[src/design/lkvc_pkg.sv]
// ----------------------------------------------------------------------------
// lkvc_pkg: shared types and constants
// Request and response payloads, command codes and capacity register defaults
// for the key-value cache.
// ----------------------------------------------------------------------------
package lkvc_pkg;

   localparam int KEY_WIDTH  = 32;
   localparam int DATA_WIDTH = 32;
   localparam int CAP_WIDTH  = 5;

   localparam logic [CAP_WIDTH-1:0] CAP_RESET = 5'd16;

   typedef enum logic {
      CMD_GET = 1'b0,
      CMD_PUT = 1'b1
   } cmd_type;

   typedef struct packed {
      cmd_type                       cmd;
      logic [KEY_WIDTH-1:0]          key;
      logic signed [DATA_WIDTH-1:0]  value;
   } req_type;

   typedef struct packed {
      logic                          found;
      logic signed [DATA_WIDTH-1:0]  data;
   } rsp_type;

endpackage

[src/design/lkvc_ram.sv]
// ----------------------------------------------------------------------------
// lkvc_ram: generic single-port-write ram
// One write port and one read port, read data registered.
// ----------------------------------------------------------------------------
module lkvc_ram #(
   parameter int WIDTH = 32,
   parameter int DEPTH = 16
) (
   input  logic                     clock,
   input  logic                     wr_en,
   input  logic [$clog2(DEPTH)-1:0] wr_addr,
   input  logic [WIDTH-1:0]         wr_data,
   input  logic [$clog2(DEPTH)-1:0] rd_addr,
   output logic [WIDTH-1:0]         rd_data
);

   logic [WIDTH-1:0] mem_ff [DEPTH];
   logic [WIDTH-1:0] rd_data_ff;

   always_ff @(posedge clock) begin
      if (wr_en) begin
         mem_ff[wr_addr] <= wr_data;
      end
      rd_data_ff <= mem_ff[rd_addr];
   end

   assign rd_data = rd_data_ff;

endmodule

[src/design/lru_key_value_cache.sv]
// ----------------------------------------------------------------------------
// lru_key_value_cache: fully associative key-value cache, lru replacement
// Keys and values sit in two rams; valid bits and age ranks in flops. One
// compare unit walks the key ram entry by entry, then a decide step updates
// the age order and writes the rams.
// ----------------------------------------------------------------------------
//  channel  | ports                          | direction
//  ---------+--------------------------------+----------
//  request  | req_valid req_ready req_payload | in
//  response | rsp_valid rsp_ready rsp_payload | out
//  config   | csr_wr_en csr_wr_data           | in
//
//  A request scans the key ram entry by entry through its single read port,
//  then drains, decides and answers; a get that hits also loads the value.
//  req_ready is high only while idle: one request is in flight at a time.
//  Synchronous reset empties the table and sets capacity to 16.
//  A finished response waits in the output register; the request side stays
//  busy until it can be loaded there.
// ----------------------------------------------------------------------------
module lru_key_value_cache import lkvc_pkg::*; #(
   parameter int ENTRIES = 16
) (
   input  logic                 clock,
   input  logic                 reset,
   input  logic                 req_valid,
   output logic                 req_ready,
   input  req_type              req_payload,
   output logic                 rsp_valid,
   input  logic                 rsp_ready,
   output rsp_type              rsp_payload,
   input  logic                 csr_wr_en,
   input  logic [CAP_WIDTH-1:0] csr_wr_data
);

   localparam int IDX_W = $clog2(ENTRIES);
   localparam int CNT_W = $clog2(ENTRIES + 1);
   localparam int EC_W  = (CNT_W > CAP_WIDTH) ? CNT_W : CAP_WIDTH;

   typedef enum logic [2:0] {
      ST_IDLE,
      ST_SCAN,
      ST_DRAIN,
      ST_DECIDE,
      ST_VLOAD,
      ST_DONE
   } state_type;

   state_type               state_ff, state_in;
   logic [CAP_WIDTH-1:0]    capacity_ff, capacity_in;
   req_type                 req_ff, req_in;
   logic [ENTRIES-1:0]      valid_ff, valid_in;
   logic [IDX_W-1:0]        rank_ff [ENTRIES];
   logic [IDX_W-1:0]        rank_in [ENTRIES];
   logic [CNT_W-1:0]        valid_cnt_ff, valid_cnt_in;
   logic [IDX_W-1:0]        scan_idx_ff, scan_idx_in;
   logic                    cmp_vld_ff, cmp_vld_in;
   logic [IDX_W-1:0]        cmp_idx_ff, cmp_idx_in;
   logic                    hit_ff, hit_in;
   logic [IDX_W-1:0]        hit_idx_ff, hit_idx_in;
   logic [IDX_W-1:0]        hit_rank_ff, hit_rank_in;
   logic                    free_found_ff, free_found_in;
   logic [IDX_W-1:0]        free_idx_ff, free_idx_in;
   logic                    old_found_ff, old_found_in;
   logic [IDX_W-1:0]        old_idx_ff, old_idx_in;
   logic [IDX_W-1:0]        old_rank_ff, old_rank_in;
   rsp_type                 result_ff, result_in;
   logic                    rsp_valid_ff, rsp_valid_in;
   rsp_type                 rsp_payload_ff, rsp_payload_in;

   logic                    key_wr_en;
   logic                    val_wr_en;
   logic [IDX_W-1:0]        val_wr_addr;
   logic [KEY_WIDTH-1:0]    key_rd;
   logic [DATA_WIDTH-1:0]   val_rd;

   logic [EC_W-1:0]         eff_cap;
   logic                    evict;
   logic [IDX_W-1:0]        slot;
   logic                    cmp_valid;
   logic [IDX_W-1:0]        cmp_rank;

   // key ram is read at the scan pointer, value ram at the hit entry
   lkvc_ram #(
      .WIDTH (KEY_WIDTH),
      .DEPTH (ENTRIES)
   ) u_key_ram (
      .clock   (clock),
      .wr_en   (key_wr_en),
      .wr_addr (slot),
      .wr_data (req_ff.key),
      .rd_addr (scan_idx_ff),
      .rd_data (key_rd)
   );

   lkvc_ram #(
      .WIDTH (DATA_WIDTH),
      .DEPTH (ENTRIES)
   ) u_val_ram (
      .clock   (clock),
      .wr_en   (val_wr_en),
      .wr_addr (val_wr_addr),
      .wr_data (req_ff.value),
      .rd_addr (hit_idx_ff),
      .rd_data (val_rd)
   );

   always_comb begin
      eff_cap = EC_W'(capacity_ff);
      if (eff_cap == '0) begin
         eff_cap = EC_W'(1);
      end else if (eff_cap > EC_W'(ENTRIES)) begin
         eff_cap = EC_W'(ENTRIES);
      end
   end

   // a missing free slot also forces the oldest entry out
   assign evict = ((EC_W'(valid_cnt_ff) >= eff_cap) && old_found_ff) || !free_found_ff;
   assign slot  = (evict && (!free_found_ff || (old_idx_ff < free_idx_ff))) ?
                  old_idx_ff : free_idx_ff;

   assign cmp_valid = valid_ff[cmp_idx_ff];
   assign cmp_rank  = rank_ff[cmp_idx_ff];

   always_comb begin
      state_in       = state_ff;
      capacity_in    = capacity_ff;
      req_in         = req_ff;
      valid_in       = valid_ff;
      rank_in        = rank_ff;
      valid_cnt_in   = valid_cnt_ff;
      scan_idx_in    = scan_idx_ff;
      cmp_vld_in     = 1'b0;
      cmp_idx_in     = scan_idx_ff;
      hit_in         = hit_ff;
      hit_idx_in     = hit_idx_ff;
      hit_rank_in    = hit_rank_ff;
      free_found_in  = free_found_ff;
      free_idx_in    = free_idx_ff;
      old_found_in   = old_found_ff;
      old_idx_in     = old_idx_ff;
      old_rank_in    = old_rank_ff;
      result_in      = result_ff;
      rsp_valid_in   = rsp_valid_ff && !rsp_ready;
      rsp_payload_in = rsp_payload_ff;
      key_wr_en      = 1'b0;
      val_wr_en      = 1'b0;
      val_wr_addr    = hit_idx_ff;

      if (csr_wr_en) begin
         capacity_in = csr_wr_data;
      end

      // compare stage, one entry per cycle
      if (cmp_vld_ff) begin
         if (cmp_valid && (key_rd == req_ff.key) && !hit_ff) begin
            hit_in      = 1'b1;
            hit_idx_in  = cmp_idx_ff;
            hit_rank_in = cmp_rank;
         end
         if (!cmp_valid && !free_found_ff) begin
            free_found_in = 1'b1;
            free_idx_in   = cmp_idx_ff;
         end
         if (cmp_valid && (!old_found_ff || (cmp_rank > old_rank_ff))) begin
            old_found_in = 1'b1;
            old_idx_in   = cmp_idx_ff;
            old_rank_in  = cmp_rank;
         end
      end

      unique case (state_ff)
         ST_IDLE: begin
            if (req_valid) begin
               req_in        = req_payload;
               scan_idx_in   = '0;
               hit_in        = 1'b0;
               free_found_in = 1'b0;
               old_found_in  = 1'b0;
               state_in      = ST_SCAN;
            end
         end
         ST_SCAN: begin
            cmp_vld_in = 1'b1;
            if (scan_idx_ff == IDX_W'(ENTRIES - 1)) begin
               state_in = ST_DRAIN;
            end else begin
               scan_idx_in = scan_idx_ff + IDX_W'(1);
            end
         end
         ST_DRAIN: begin
            state_in = ST_DECIDE;
         end
         ST_DECIDE: begin
            result_in.found = hit_ff;
            result_in.data  = req_ff.value;
            state_in        = ST_DONE;
            if (hit_ff) begin
               // move the hit entry to the front
               for (int i = 0; i < ENTRIES; i++) begin
                  if (hit_idx_ff == IDX_W'(i)) begin
                     rank_in[i] = '0;
                  end else if (valid_ff[i] && (rank_ff[i] < hit_rank_ff)) begin
                     rank_in[i] = rank_ff[i] + IDX_W'(1);
                  end
               end
               if (req_ff.cmd == CMD_PUT) begin
                  val_wr_en = 1'b1;
               end else begin
                  state_in = ST_VLOAD;
               end
            end else if (req_ff.cmd == CMD_GET) begin
               result_in.data = '0;
            end else begin
               // insert, evicting the oldest entry when full
               key_wr_en   = 1'b1;
               val_wr_en   = 1'b1;
               val_wr_addr = slot;
               for (int i = 0; i < ENTRIES; i++) begin
                  if (slot == IDX_W'(i)) begin
                     valid_in[i] = 1'b1;
                     rank_in[i]  = '0;
                  end else if (evict && (old_idx_ff == IDX_W'(i))) begin
                     valid_in[i] = 1'b0;
                     rank_in[i]  = '0;
                  end else if (valid_ff[i]) begin
                     rank_in[i] = rank_ff[i] + IDX_W'(1);
                  end
               end
               valid_cnt_in = valid_cnt_ff - CNT_W'(evict) + CNT_W'(1);
            end
         end
         ST_VLOAD: begin
            result_in.data = val_rd;
            state_in       = ST_DONE;
         end
         ST_DONE: begin
            if (!rsp_valid_ff || rsp_ready) begin
               rsp_valid_in   = 1'b1;
               rsp_payload_in = result_ff;
               state_in       = ST_IDLE;
            end
         end
         default: begin
            state_in = ST_IDLE;
         end
      endcase
   end

   always_ff @(posedge clock) begin
      if (reset) begin
         state_ff     <= ST_IDLE;
         capacity_ff  <= CAP_RESET;
         valid_ff     <= '0;
         valid_cnt_ff <= '0;
         cmp_vld_ff   <= 1'b0;
         rsp_valid_ff <= 1'b0;
         for (int i = 0; i < ENTRIES; i++) begin
            rank_ff[i] <= '0;
         end
      end else begin
         state_ff     <= state_in;
         capacity_ff  <= capacity_in;
         valid_ff     <= valid_in;
         valid_cnt_ff <= valid_cnt_in;
         cmp_vld_ff   <= cmp_vld_in;
         rsp_valid_ff <= rsp_valid_in;
         rank_ff      <= rank_in;
      end
      req_ff         <= req_in;
      scan_idx_ff    <= scan_idx_in;
      cmp_idx_ff     <= cmp_idx_in;
      hit_ff         <= hit_in;
      hit_idx_ff     <= hit_idx_in;
      hit_rank_ff    <= hit_rank_in;
      free_found_ff  <= free_found_in;
      free_idx_ff    <= free_idx_in;
      old_found_ff   <= old_found_in;
      old_idx_ff     <= old_idx_in;
      old_rank_ff    <= old_rank_in;
      result_ff      <= result_in;
      rsp_payload_ff <= rsp_payload_in;
   end

   assign req_ready   = (state_ff == ST_IDLE);
   assign rsp_valid   = rsp_valid_ff;
   assign rsp_payload = rsp_payload_ff;

   a_count_matches_valid: assert property (@(posedge clock) disable iff (reset)
      $countones(valid_ff) == int'(valid_cnt_ff))
      else $error("valid count out of step with valid bits");

   a_count_bounded: assert property (@(posedge clock) disable iff (reset)
      int'(valid_cnt_ff) <= ENTRIES)
      else $error("valid count above table size");

   a_get_keeps_count: assert property (@(posedge clock) disable iff (reset)
      (state_ff == ST_DECIDE && req_ff.cmd == CMD_GET) |=> $stable(valid_cnt_ff))
      else $error("get changed the table occupancy");

   a_drain_to_decide: assert property (@(posedge clock) disable iff (reset)
      (state_ff == ST_DRAIN) |=> (state_ff == ST_DECIDE && !cmp_vld_ff))
      else $error("scan did not end cleanly");

endmodule

[config.mk]
export PLATFORM = sky130hd
export DESIGN_NAME = lru_key_value_cache
export DESIGN_NICKNAME = d
export VERILOG_FILES = /design/src/design/lkvc_pkg.sv /design/src/design/lkvc_ram.sv /design/src/design/lru_key_value_cache.sv
export SDC_FILE = /design/constraint.sdc
export NUM_CORES = 2
export LEC_CHECK = 0
export BUFFER_PORTS_ARGS = -buffer_cell sky130_fd_sc_hd__buf_2
export CAP_MARGIN = 0
export CORE_ASPECT_RATIO = 1.4
export CORE_MARGIN = 2
export CORE_UTILIZATION = 45
export CTS_CLUSTER_SIZE = 10
export DETAILED_ROUTE_END_ITERATION = 6
export PLACE_DENSITY_LB_ADDON = 0.3
export REMOVE_ABC_BUFFERS = 1
export SYNTH_ARGS = -nofsm -noshare
export SYNTH_HDL_FRONTEND = slang
export SYNTH_HIERARCHICAL = 1
export SYNTH_SLANG_ARGS = --single-unit
[constraint.sdc]
create_clock -name clock -period 7.4 [get_ports clock]
set_clock_uncertainty 0.1 [all_clocks]
set_input_delay 1.11 -clock clock [delete_from_list [all_inputs] [get_ports clock]]
set_output_delay 1.11 -clock clock [all_outputs]
set_load 0.05 [all_outputs]
Yosys cells after proc, flatten, opt, wreduce, memory -nomap -nowiden
Memory sizes are Yosys's and may differ from the RTL's. A register that Yosys moved wholly into a read port is not among the register bits.
Index checks and enable logic that the tools add are counted.
{ "word_totals": {"regBits": 257, "mem_count": 2, "in_bits": 75, "wordCells": 460, "ramBits": 1024, "out_inout_bits": 35} }
{ "memory_table": {"columns": ["name", "depth", "word_bits", "read_ports", "rd_clocked_by_memory_dff", "write_ports", "line", "source"], "rows": [
  ["u_key_ram.mem_ff", 16, 32, 1, 1, 1, "lkvc_ram.sv:17", "logic [WIDTH-1:0] mem_ff [DEPTH];"],
  ["u_val_ram.mem_ff", 16, 32, 1, 1, 1, "lkvc_ram.sv:17", null]
]} }
{ "classes": {"addsub": 19, "reduce_logical": 129, "bitwise_logic": 2, "mux": 160, "eq_ne": 72, "n_lt_le_gt_ge": 22} }
{ "op_table": {"columns": ["operator", "count"], "rows": [
  ["$mux 4", 88],
  ["$mux 64", 2],
  ["$reduce_and 4->1", 32],
  ["$eq 4x4->1 const B", 25],
  ["$add 4x1->4 const B", 17],
  ["$lt 4x4->1", 17],
  ["$mux 32", 2],
  ["$pmux 32 s2", 1],
  ["$reduce_bool 4->1", 16],
  ["$mux 1", 58],
  ["$eq 4x3->1 const B", 12],
  ["$ne 3x1->1 const B", 16],
  ["$logic_and 1x1->1", 39],
  ["$reduce_bool 2->1", 19],
  ["$eq 32x32->1", 1],
  ["$eq 4x2->1 const B", 6],
  ["$pmux 3 s6", 1],
  ["$bmux 4 s4", 1],
  ["$eq 4x1->1 const B", 3],
  ["$logic_not 4->1", 3],
  ["$mux 5", 2],
  ["$reduce_and 2->1", 5],
  ["$mux 3", 3],
  ["$reduce_and 3->1", 3],
  ["other kinds (19)", 32]
]} }

Longest topological paths before layout
{ "depth": {"ltp_word": 12, "ltp_mapped": 15, "mapped_depth_nobuf": 14} }

Cells and area by module
Netlist, hierarchy kept.
{ "by_module_without_submodules": {"columns": ["mod", "seq_area_each_um2", "n_inst", "area_each_um2", "cells_each"], "rows": [
  ["lkvc_ram", 16015.4, 2, 19835.3, 838],
  ["lru_key_value_cache", 6696.4, 1, 13899.6, 1233]
]} }

Worst setup path before layout
No wires, ideal clock.
{ "synth_path": {"path_type": "register -> register", "start": "register capacity_ff[1]", "end": "memory u_val_ram.mem_ff[0][0] (enable)", "t_required_ns": 6.839, "setup_ns": 0.461, "period_less_slack_ns": 5.510, "arrival_ns": 4.949, "setup_slack_ns": 1.890, "path_stages_with_launch": 15, "n_path_buf": 1, "cell_sequence": "dfxtp_1 -> nor3_1 -> nor2_1 -> nor2_1 -> ha_1 -> nand2b_1 -> a31oi_4 -> o21a_2 -> o21ai_2 -> buf_4 -> nand2_1 -> o21ai_0 -> mux2_2 -> or3b_2 -> nor3_1"} }
{ "synth_between": {"elab_chain_len": 11, "word_cells_on_any_way": 12, "classes_between": "order compare: 2; mux: 6; reduce/logical: 4"} }
{ "synth_lines": {"columns": ["item", "line", "source"], "rows": [
  ["start: declaration", "lru_key_value_cache.sv:49", "logic [CAP_WIDTH-1:0] capacity_ff, capacity_in;"],
  ["start signal: assignment", "lru_key_value_cache.sv:262", "capacity_ff <= capacity_in;"],
  ["$gt 5x5->1", "lru_key_value_cache.sv:111", "end else if (eff_cap > EC_W'(ENTRIES)) begin"],
  ["$mux 5", "lru_key_value_cache.sv:111", null],
  ["$mux 5 (*)", "lru_key_value_cache.sv:109", "if (eff_cap == '0) begin"],
  ["$ge 5x5->1 (*)", "lru_key_value_cache.sv:117", "assign evict = ((EC_W'(valid_cnt_ff) >= eff_cap) && old_found_ff) || !free_found_ff;"],
  ["$logic_and 1x1->1 (*)", "lru_key_value_cache.sv:117", null],
  ["$logic_or 1x1->1 (*)", "lru_key_value_cache.sv:117", null],
  ["$logic_and 1x1->1 (*)", "lru_key_value_cache.sv:118", "assign slot = (evict && (!free_found_ff || (old_idx_ff < free_idx_ff))) ?"],
  ["$mux 4 (*)", "lru_key_value_cache.sv:118", null],
  ["via slot[2]", "lru_key_value_cache.sv:78", "logic [IDX_W-1:0] slot;"],
  ["$mux 4 (*)", "lru_key_value_cache.sv:211", "end else if (req_ff.cmd == CMD_GET) begin"],
  ["$mux 4 (*)", "lru_key_value_cache.sv:197", "if (hit_ff) begin"],
  ["$mux 4 (*)", "lru_key_value_cache.sv:171", "unique case (state_ff)"],
  ["via val_wr_addr[2]", "lru_key_value_cache.sv:72", "logic [IDX_W-1:0] val_wr_addr;"],
  ["end: declaration", "lkvc_ram.sv:17", null]
]} }
The timed path passes the listed nets; every way through them passes the cells marked *.

Worst setup path after layout
{ "layout_path": {"start": "register free_idx_ff[1]", "end": "memory u_val_ram.mem_ff[1][6] (enable)"} }
{ "layout_between": {"elab_chain_len": 7} }
{ "layout_lines": {"columns": ["item", "line", "source"], "rows": [
  ["start: declaration", "lru_key_value_cache.sv:62", "logic [IDX_W-1:0] free_idx_ff, free_idx_in;"],
  ["start signal: assignment", "lru_key_value_cache.sv:276", "free_idx_ff <= free_idx_in;"],
  ["$lt 4x4->1", "lru_key_value_cache.sv:118", null],
  ["$logic_or 1x1->1", "lru_key_value_cache.sv:118", null],
  ["$logic_and 1x1->1", "lru_key_value_cache.sv:118", null],
  ["$mux 4", "lru_key_value_cache.sv:118", null],
  ["via slot[2]", "lru_key_value_cache.sv:78", null],
  ["$mux 4", "lru_key_value_cache.sv:211", null],
  ["$mux 4", "lru_key_value_cache.sv:197", null],
  ["$mux 4", "lru_key_value_cache.sv:171", null],
  ["via val_wr_addr[2]", "lru_key_value_cache.sv:72", null]
]} }
The timed path passes the listed nets, and every way through them passes these cells.

==> impl_metrics.json <==
{
  "via_per_inst": 5.91,
  "critPathSlowestCell": "nor2_4",
  "drive_gt1_share_pct": 23.1,
  "cp_cell_sequence": "inv_1, ha_1, nor4b_2, o21ai_2, and2_1, o21ai_2, o21ai_0, mux2_2, or3b_2, nor2_4",
  "yosysSeqAreaShare_pct": 72.3,
  "dp_hpwl_mm": 72.2,
  "clockRootBuffer": "clkbuf_16",
  "power.total_w": 0.0172,
  "max_slew_margin_pct": 3.87,
  "port_buffers": 109,
  "netlist_area_mm2": 0.0536,
  "hp-class": "reg2reg",
  "clock.fmax_mhz": 211,
  "grt_usage_pct": 20.7,
  "drv_cap": 0,
  "ios": 110,
  "critPathLaunch": "free_idx_ff[1]",
  "synth-edff-count": 1179,
  "hold_slack_ns": 0.320,
  "startpoint_type": "flip-flop",
  "fp.dieH_um": 412,
  "postRouteAntennaNets": 0,
  "start_util_pct": 45.4,
  "finalCritPeriodShare_pct": 64.0,
  "wl_per_cell_um": 25.9,
  "yosys-top-cells-count": "1179 x edfxtp_1, 281 x mux4_2, 226 x nand2_1, 166 x dfxtp_1, 129 x a22oi_1",
  "final_hold_viol_count": 0,
  "synth-main-ff-cell": "edfxtp_1",
  "num_vias": 28332,
  "top_usage_layer": "met2",
  "grt_pass1_wl_mm": 187,
  "power_density_mw_per_mm2": 283,
  "grt_setup_unrepaired": "false",
  "grtUsageMet3_pct": 3.16,
  "clk_latency_ns": 0.78,
  "slowest_delay_ns": 0.91,
  "synth_most_common_cell": "edfxtp_1",
  "cp.required_ns": 7.68,
  "clk_path_buf_depth": 3,
  "vdd_drop_max_mv": 0.255,
  "globalplace.congestion": 0.889,
  "cts_hold_buf": 0,
  "synth_top_area_cell": "edfxtp_1",
  "grt_overflow_total": 0,
  "leakagePower_nw": 19.9,
  "core_mm2": 0.118,
  "worstPathArrival_ns": 5.01,
  "wl_mm": 124,
  "setup_tns_ns": 0,
  "synth_cells": 2909,
  "grt_max_degree": 129,
  "worstMarginPinSlew_ns": 1.44,
  "ys_async_sr_fraction_pct": 0,
  "cp_common_cell": "o21ai_2",
  "cts_sinks": 1345,
  "drt_iter0_markers": 2572,
  "yosysTopAreaCellShare_pct": 66.1,
  "remaining_drc_errors": 0,
  "n_antenna_cell": 0,
  "cts_tree": "built",
  "cts_setup_buffers": 0,
  "die_width_um": 296,
  "status": "completed",
  "clkTransAtPathRegs_ns": 0.05,
  "core.rowCount": 149,
  "setup-violations-final": 0,
  "period_needed_ns": 4.74,
  "htreeDepth": 4,
  "final_nets": 3232,
  "grt_use_met2_pct": 35.0,
  "area_growth_pct": 13.3,
  "grt_pass1_vias": 29938,
  "synthTopCellsByArea": "edfxtp_1 66%, mux4_2 12%, dfxtp_1 6.2%",
  "r2r-start": "free_idx_ff[1]",
  "ys_ff_latch": 1345,
  "yosysUniqueCellTypes": 78,
  "crit_fanout": 32,
  "slew_viol_final": 0,
  "die_area_mm2": 0.122,
  "met1_usage_pct": 26.9,
  "cts_made_buffers": 153,
  "drt_pass1_iterations": 7,
  "crit_path_end_kind": "flip-flop",
  "grt_antenna_before_repair": 3,
  "avgSynthCellArea_um2": 18.4,
  "cts_resized": 0,
  "synth_warnings": 6,
  "hold_start": "result_ff[21]",
  "criticalPathCategory": "reg2reg"
}
==> cell usage in the layout, fill, tap and decap left out, types with 11 or more instances in the layout <==
cell	instances
nor3_1	16
dfxtp_1	165
xor2_1	33
nand2b_1	46
a32oi_1	12
a21oi_1	63
a21o_1	20
mux4_2	281
o32ai_2	15
o31ai_1	17
nor2_4	27
nand3_1	78
ha_1	83
nand2_1	225
o21ai_0	55
clkbuf_1	115
edfxtp_1	1179
nor2b_1	24
a2111oi_0	13
and3_4	11
a22oi_1	129
nor2_1	43
or3_1	14
mux2_2	11
buf_2	108
inv_1	31
mux2i_1	15
clkbuf_16	153
a32o_1	14
buf_4	37
==> cells by family (layout without fill, tap and decap cells) <==
| kind of cell | after synthesis | after routing | synth area share [%] |
|---|---|---|---|
| AO/OA/AOI/OAI | 427 | 427 | 6.50 |
| AND/OR/NAND/NOR | 540 | 540 | 4.86 |
| adder cells (fa/ha/maj) | 83 | 83 | 1.94 |
| buffers and inverters | 171 | 467 | 1.49 |
| multiplexers | 307 | 307 | 12.3 |
| flip-flops | 1345 | 1345 | 72.3 |
| XOR/XNOR | 36 | 36 | 0.589 |
==> final cells by class <==
type | count | area, µm²
Clock buffer | 268 | 4260
Clock inverter | 18 | 378
Fill cell | 9358 | 57300
Inverter | 33 | 128
Multi-Input combinational cell | 1393 | 14300
Sequential cell | 1345 | 38700
Tap cell | 1585 | 1980
Timing Repair Buffer | 148 | 878
==> sequential cells by signal, summed over array words and instances, names as in the netlist, 3 cells and up <==
signal             count
rank_ff               64
valid_ff              16
old_idx_ff             4
rsp_payload           33
cmp_idx_in             4
result_ff             33
u_key_ram/mem_ff     512
u_val_ram/mem_ff     512
state_ff               3
old_rank_ff            4
u_val_ram/rd_data     32
hit_idx_ff             4
cmp_idx_ff             4
req_ff                65
hit_rank_ff            4
capacity_ff            5
u_key_ram/rd_data     32
valid_cnt_ff           5
free_idx_ff            4
==> through the flow <==
stage	cells	util, %	cell area [µm²]	worst slack, ns
after floorplan	2771	-	52900	-0.00976
after global placement	4504	47.5	56000	2.77
after detailed placement	4504	47.5	56000	2.74
after CTS	4790	51.4	60700	2.70
after global routing	4790	51.4	60700	2.50
final	4790	51.4	60700	2.66
==> metal layers <==
metal	wire, µm	part of all wire (%)
met1	50100	40
met2	63300	51
met3	6680	5.4
met4	3740	3.0
met5	16	0.013
==> critical path, delay by kind of cell, from the launching register on <==
| family | cells | cell delay [ns] |
|---|---|---|
| compound gates | 3 | 0.94 |
| flops | 1 | 0.48 |
| mux | 1 | 0.41 |
| fa+ha+maj | 1 | 0.24 |
| buf+inv | 1 | 0.13 |
| simple gates | 4 | 2.02 |
==> final timing paths <==
kind	slack (ns)	cells after the start	endpoint
worst max-delay path	2.66	10	u_val_ram/mem_ff[1][6]
worst min-delay path	0.32	0	rsp_payload[21]
worst max register to register	2.66	10	u_val_ram/mem_ff[1][6]
worst min register to register	0.32	0	rsp_payload[21]
==> report_power, final <==
part           internal (W)  leakage (nW)  switching [W]
clock               0.00394          2.18        0.00297
sequential          0.00857          12.0       0.000280
combinational      0.000595          5.70       0.000818
No activity file was read; power rests on OpenSTA's default activity.
